==> config.mk <==
export PLATFORM = sky130hd
export DESIGN_NAME = asvdm_ctrl
export DESIGN_NICKNAME = d
export VERILOG_FILES = /design/src/rtl/asvdm_pkg.sv /design/src/rtl/asvdm_ctrl.sv
export SDC_FILE = /design/constraint.sdc
export NUM_CORES = 1
export LEC_CHECK = 0
export BUFFER_PORTS_ARGS = -buffer_cell sky130_fd_sc_hd__buf_2
export CAP_MARGIN = 0
export CORE_MARGIN = 10
export CORE_UTILIZATION = 50
export CTS_CLUSTER_DIAMETER = 100
export DETAILED_ROUTE_END_ITERATION = 8
export GPL_ROUTABILITY_DRIVEN = 0
export PLACE_DENSITY_LB_ADDON = 0.2
export SLEW_MARGIN = 20
export SYNTH_ARGS = -nofsm -noshare
export SYNTH_HDL_FRONTEND = slang
export SYNTH_SLANG_ARGS = --single-unit
==> constraint.sdc <==
create_clock -name i_clk -period 2.27 [get_ports i_clk]
set_clock_uncertainty 0.05 [all_clocks]
set_input_delay 0.3405 -clock i_clk [delete_from_list [all_inputs] [get_ports i_clk]]
set_output_delay 0.3405 -clock i_clk [all_outputs]
set_load 0.05 [all_outputs]
==> src/rtl/asvdm_pkg.sv <==
// ----------------------------------------------------------------------------
// asvdm_pkg
// Shared widths, constants and control types of the sphere voxelizer.
// ----------------------------------------------------------------------------
package asvdm_pkg;

    localparam int CRD_W     = 20;  // coordinate field
    localparam int D_W       = 21;  // atom offset from origin
    localparam int SP_W      = 12;  // spacing, radius, probe
    localparam int R_W       = 13;  // atom radius plus probe
    localparam int RR_W      = 26;  // reach squared
    localparam int NUM_W     = 22;  // divider numerator magnitude
    localparam int OFF_W     = 23;  // voxel offset from centre
    localparam int SQ_W      = 46;  // offset squared
    localparam int ACC_W     = 48;  // squared distance sum
    localparam int DIST_W    = 16;
    localparam int CNT_W     = 16;
    localparam int DIMC_W    = 6;
    localparam int VIDX_W    = 5;
    localparam int CFG_IDX_W = 4;
    localparam int CFG_DAT_W = 20;

    localparam int SQRT_STEPS = 13;
    localparam int SQRT_TOP   = 24;

    localparam logic [DIST_W-1:0] HUNDRED      = 16'd25600;
    localparam logic [DIST_W-1:0] TWO_HUNDRED  = 16'd51200;
    localparam logic [DIST_W-1:0] LOW_DIST_MAX = 16'd25;

    localparam logic [CFG_IDX_W-1:0] CFG_DIM_X    = 4'd0;
    localparam logic [CFG_IDX_W-1:0] CFG_DIM_Y    = 4'd1;
    localparam logic [CFG_IDX_W-1:0] CFG_DIM_Z    = 4'd2;
    localparam logic [CFG_IDX_W-1:0] CFG_SPACING  = 4'd3;
    localparam logic [CFG_IDX_W-1:0] CFG_PROBE    = 4'd4;
    localparam logic [CFG_IDX_W-1:0] CFG_ORIGIN_X = 4'd5;
    localparam logic [CFG_IDX_W-1:0] CFG_ORIGIN_Y = 4'd6;
    localparam logic [CFG_IDX_W-1:0] CFG_ORIGIN_Z = 4'd7;

    localparam logic [DIMC_W-1:0] DIM_RST     = 6'd32;
    localparam logic [SP_W-1:0]   SPACING_RST = 12'd128;
    localparam logic [SP_W-1:0]   PROBE_RST   = 12'd358;

    typedef struct packed {
        logic       load;
        logic       prep;
        logic       div_start;
        logic       div_capture;
        logic       bounds_init;
        logic       sq_en;
        logic [2:0] step;
        logic       sqrt_init;
        logic       sqrt_step;
        logic       merge;
        logic       advance;
        logic       out_load;
        logic       clr_en;
    } t_dp_cmd;

    typedef struct packed {
        logic cmd_read;
        logic div_busy;
        logic op_last;
        logic empty;
        logic in_sphere;
        logic last_voxel;
        logic clr_last;
    } t_dp_stat;

endpackage

==> src/rtl/asvdm_ctrl.sv <==
// ----------------------------------------------------------------------------
// asvdm_ctrl
// Sequencer: clear pass, bound divisions, voxel walk and result handoff.
// ----------------------------------------------------------------------------
module asvdm_ctrl (
    input  logic                i_clk,
    input  logic                i_rst_n,
    input  logic                i_valid,
    output logic                o_ready,
    output logic                o_valid,
    input  logic                i_ready,
    input  asvdm_pkg::t_dp_stat i_stat,
    output asvdm_pkg::t_dp_cmd  o_cmd
);

    typedef enum logic [3:0] {
        S_CLEAR, S_IDLE, S_RD_WAIT, S_PREP, S_DIV_START, S_DIV_WAIT,
        S_BOUNDS, S_SQ, S_CMP, S_SQRT, S_MERGE, S_ADV, S_FIN
    } t_state;

    t_state     r_state;
    logic [2:0] r_step;
    logic [3:0] r_iter;
    logic       w_out_free;

    assign w_out_free = !o_valid || i_ready;
    assign o_ready    = r_state == S_IDLE;

    always_ff @(posedge i_clk) begin
        if (!i_rst_n) begin
            r_state <= S_CLEAR;
            r_step  <= '0;
            r_iter  <= '0;
            o_valid <= 1'b0;
        end else begin
            if (o_valid && i_ready) begin
                o_valid <= 1'b0;
            end
            unique case (r_state)
                S_CLEAR: begin
                    if (i_stat.clr_last) r_state <= S_IDLE;
                end
                S_IDLE: begin
                    if (i_valid) r_state <= S_PREP;
                end
                S_PREP: begin
                    r_state <= i_stat.cmd_read ? S_RD_WAIT : S_DIV_START;
                end
                S_RD_WAIT: begin
                    r_state <= S_FIN;
                end
                S_DIV_START: begin
                    r_state <= S_DIV_WAIT;
                end
                S_DIV_WAIT: begin
                    if (!i_stat.div_busy) begin
                        r_state <= i_stat.op_last ? S_BOUNDS : S_DIV_START;
                    end
                end
                S_BOUNDS: begin
                    r_step  <= '0;
                    r_state <= i_stat.empty ? S_FIN : S_SQ;
                end
                S_SQ: begin
                    if (r_step == 3'd4) begin
                        r_state <= S_CMP;
                    end
                    r_step <= r_step + 1'b1;
                end
                S_CMP: begin
                    r_iter  <= '0;
                    r_state <= i_stat.in_sphere ? S_SQRT : S_ADV;
                end
                S_SQRT: begin
                    if (r_iter == 4'(asvdm_pkg::SQRT_STEPS - 1)) begin
                        r_state <= S_MERGE;
                    end
                    r_iter <= r_iter + 1'b1;
                end
                S_MERGE: begin
                    r_state <= S_ADV;
                end
                S_ADV: begin
                    r_step  <= '0;
                    r_state <= i_stat.last_voxel ? S_FIN : S_SQ;
                end
                S_FIN: begin
                    if (w_out_free) begin
                        o_valid <= 1'b1;
                        r_state <= S_IDLE;
                    end
                end
                default: r_state <= S_IDLE;
            endcase
        end
    end

    always_comb begin
        o_cmd             = '0;
        o_cmd.step        = r_step;
        o_cmd.load        = (r_state == S_IDLE) && i_valid;
        o_cmd.prep        = r_state == S_PREP;
        o_cmd.div_start   = r_state == S_DIV_START;
        o_cmd.div_capture = (r_state == S_DIV_WAIT) && !i_stat.div_busy;
        o_cmd.bounds_init = r_state == S_BOUNDS;
        o_cmd.sq_en       = r_state == S_SQ;
        o_cmd.sqrt_init   = (r_state == S_CMP) && i_stat.in_sphere;
        o_cmd.sqrt_step   = r_state == S_SQRT;
        o_cmd.merge       = r_state == S_MERGE;
        o_cmd.advance     = (r_state == S_ADV) && !i_stat.last_voxel;
        o_cmd.out_load    = (r_state == S_FIN) && w_out_free;
        o_cmd.clr_en      = r_state == S_CLEAR;
    end

endmodule

==> metrics.csv <==
stage,metric,value,unit
worst_setup_path,crit_chain,"buf_4, nand2_1, nor3_1, buf_2",
routing,routed_via_density,5.512,
outcome,status,completed,
worst_hold_path,hold_path.class,in -> reg,
global_route,grt_pass1_wl,3.884,mm
sta,slew_viol_final,0,
worst_setup_path,required,1.88,ns
global_route,track_usage,11.64,%
sta,rsz0062_at_grt,false,
synth,avgSynthCellArea,7.644,um^2
worst_setup_path,critPathBufInv,2,
routing,drt_wl_total,2.297,mm
clocking,postCtsResizedCells,0,
worst_setup_path,cp_num_cells,4,
clocking,cts_buffers,3,
worst_setup_path,worst_path_dominant_cell_family,flip-flops,
routing,drtIter0Drc,22,
synth,ys_ff_latch,12,
floorplan,ios,28,
routing,drtAntennaViolNets,0,
finish,finalNetCount,161,
clocking,ctsHoldBuffers,0,
worst_setup_path,critical_path.max_fanout,13,
floorplan,core_area,0.001727,mm^2
worst_setup_path,slowest_delay,0.57,ns
sta,slew_headroom,64.89,%
synth,synth_nets,134,
worst_setup_path,reg2reg_slack,0.39,ns
clocking,clkTransAtPathRegs,0.08,ns
floorplan,fp.dieArea,0.003925,mm^2
place,placed_cells,166,
pwr,cellPowerDensity,828.6,mW/mm^2
routing,firstDrtPassIters,4,
sta,timing.final.crit_share,88.88,%
clocking,cts_tree,built,
worst_setup_path,crit_start,r_state[1],
sta,finalHoldViolCount,0,
synth,synthCells,119,
sta,holdWs,0.3055,ns
global_route,grt_max_degree,20,
place,portBuffers,27,
worst_setup_path,worstSetupEndpointType,output port,
floorplan,initial_core_util,52.68,%
global_route,overflow,0,
worst_setup_path,startpoint_type,flip-flop,
sta,min_period,2.018,ns
flow_run,cap_violations,0,
sta,report.final.setup_viol,0,
worst_setup_path,r2r-start,r_state[1],
clocking,clock_latency,0.26,ns
worst_setup_path,crit_slowest_cell,dfxtp_1,
floorplan,die_h,62.65,um
synth,ys_seq_area_share,26.41,%
finish,layout-drive-gt1-share,28.28,%
place,dp_hpwl,1.775,mm
global_route,antenna_found_initial,0,
synth,synth_cell_types,43,
finish,n_antenna_cell,0,
global_route,grt_pass1_vias,862,
routing,wl_per_cell,13.51,um
floorplan,num_rows,15,
pwr,cellLeakagePower,0.4886,nW
sta,max_freq,495.6,MHz
routing,vias,937,
worst_setup_path,worst-setup-path-type,reg -> out,
clocking,clock_sinks,12,
sta,tightest_slew,0.5192,ns
floorplan,die_w,62.65,um
worst_setup_path,timing.rr.end,r_state[3],
routing,drcViolationCount,0,
pwr,peakVddDrop,0.0004149,V
clocking,postCtsSetupRepairBufs,0,
synth,yosysWarnings,0,
clocking,clockRootBuffer,clkbuf_4,
worst_setup_path,critical_path_arrival,1.63,ns
clocking,clock_path_buffers,2,
clocking,htreeDepth,1,
worst_setup_path,crit_path_end,o_cmd[13],
finish,synthToLayoutAreaGrowth,23.11,%
worst_setup_path,reg2reg_depth,4,
finish,fin_cells,170,
synth,synth_area,909.6,um^2
-- layout make-up --
class / instances / area, um^2
Multi-Input combinational cell: 93 / 628.1
Fill cell: 161 / 606.8
Timing Repair Buffer: 31 / 165.2
Tap cell: 25 / 31.28
Sequential cell: 12 / 240.2
Clock buffer: 4 / 36.28
Inverter: 5 / 18.77
-- through the flow --
stage	TNS [ns]	cell area (um^2)	setup slack (ns)	utilization [%]	total power, mW
3_3_place_gp	0	1084	0.4832	62.75	0.7584
6_report	0	1120	0.2524	64.86	0.9278
5_1_grt	0	1120	0.1175	64.86	0.9966
3_5_place_dp	0	1084	0.4173	62.75	0.7670
2_1_floorplan	-0.1237	932.1	-0.05302	-	0.6600
4_1_cts	0	1120	0.2463	64.86	0.9365
-- cells in the mapped netlist --
cell type  count  share of area, %
o31ai_2        1               1.4
nor3b_1        1              0.83
o21ai_0        4               2.2
a22oi_1        1              0.83
clkbuf_1       5               2.1
inv_1          5               2.1
o211ai_1       1              0.83
dfxtp_1       12                26
a211o_1        2               1.9
nor4bb_1       2               2.2
o221ai_1       1              0.96
nor2_1        13               5.4
a21oi_1        4               2.2
a21o_1         2               1.7
mux2i_1        2               2.2
nor4_1         2               1.4
nand3_1        4               2.2
nand2_1        8               3.3
and3_1         1              0.69
buf_2          3               1.7
and3b_1        1              0.96
or4b_4         1               1.5
nand4b_1       1              0.96
a31oi_1        3               2.1
o21a_1         1              0.83
a211oi_1       1              0.83
nand3b_1       1              0.83
o21bai_1       1              0.83
nor2b_1        5               3.4
and4b_1        1               1.1
xor2_1         1              0.96
nand2b_1       9               6.2
a2111oi_0      1              0.96
nor3_1         6               3.3
o31ai_1        1              0.83
a21boi_0       1              0.83
buf_6          1               1.2
a22o_1         1              0.96
and2_1         1              0.69
a311oi_1       1              0.96
xnor2_1        1              0.96
ha_1           4               5.5
a41oi_1        1              0.96
-- cells in the final DEF (no fill, tap or decap), types with 2 or more instances in the layout --
| cell | n |
|---|---|
| buf_2 | 27 |
| nor2_1 | 13 |
| dfxtp_1 | 12 |
| nand2b_1 | 9 |
| nand2_1 | 8 |
| inv_1 | 5 |
| nor2b_1 | 5 |
| nor3_1 | 4 |
| nand3_1 | 4 |
| o21ai_0 | 4 |
| a21oi_1 | 4 |
| ha_1 | 4 |
| buf_4 | 4 |
| a31oi_1 | 3 |
| clkbuf_4 | 3 |
| nor3_2 | 2 |
| a21o_1 | 2 |
| a211o_1 | 2 |
| mux2i_1 | 2 |
-- layer usage --
| layer | track usage, % | up-vias | wire (um) |
|---|---|---|---|
| met5 | 0 | - | 0 |
| met4 | 0.8380 | 0 | 7 |
| met3 | 5.376 | 2 | 172 |
| met2 | 19.49 | 26 | 1107 |
| met1 | 13.74 | 427 | 1010 |
| li1 | - | 482 | - |
-- logic make-up (layout without fill, tap and decap cells) --
group                      count (synthesis)  count (layout)  share of synthesized area, %
AOI/OAI and AO/OA                         28              28                         22.01
xor gates and xnor gates                   2               2                         1.926
adders and majority gates                  4               4                         5.502
buffers and inverters                     14              40                         7.015
DFF                                       12              12                         26.41
muxes                                      2               2                         2.201
and+or+nand+nor                           57              57                         34.94
-- registers in the layout (all words and copies together) (netlist names) --
name and flops:
r_iter 4, r_state 4, r_step 3, o_valid 1
-- worst min path at each step --
| stage | startpoint | end | slack (ns) | depth (start not counted) |
|---|---|---|---|---|
| after global routing | i_rst_n | r_state[3] | 0.32 | 3 |
| after floorplan | r_iter[3] | r_iter[3] | 0.40 | 1 |
| final | i_rst_n | r_state[3] | 0.31 | 3 |
| after global placement | r_iter[3] | r_iter[3] | 0.43 | 1 |
| after detailed placement | r_iter[3] | r_iter[3] | 0.43 | 1 |
| after CTS | i_rst_n | r_state[3] | 0.30 | 3 |
-- report_power, final --
part,total (mW),switching (mW),internal (mW)
Sequential,0.259,0.0305,0.229
Clock,0.166,0.0683,0.0973
Combinational,0.503,0.327,0.176
Total,0.928,0.426,0.502
-- worst register-to-register path, cell delays in order, from the launching register on --
cell and delay, ns:
dfxtp_1 0.57, nor4bb_1 0.14, a22o_1 0.29, or4b_4 0.53, o31ai_2 0.22
Note: power is estimated with default switching activity, not from simulation.
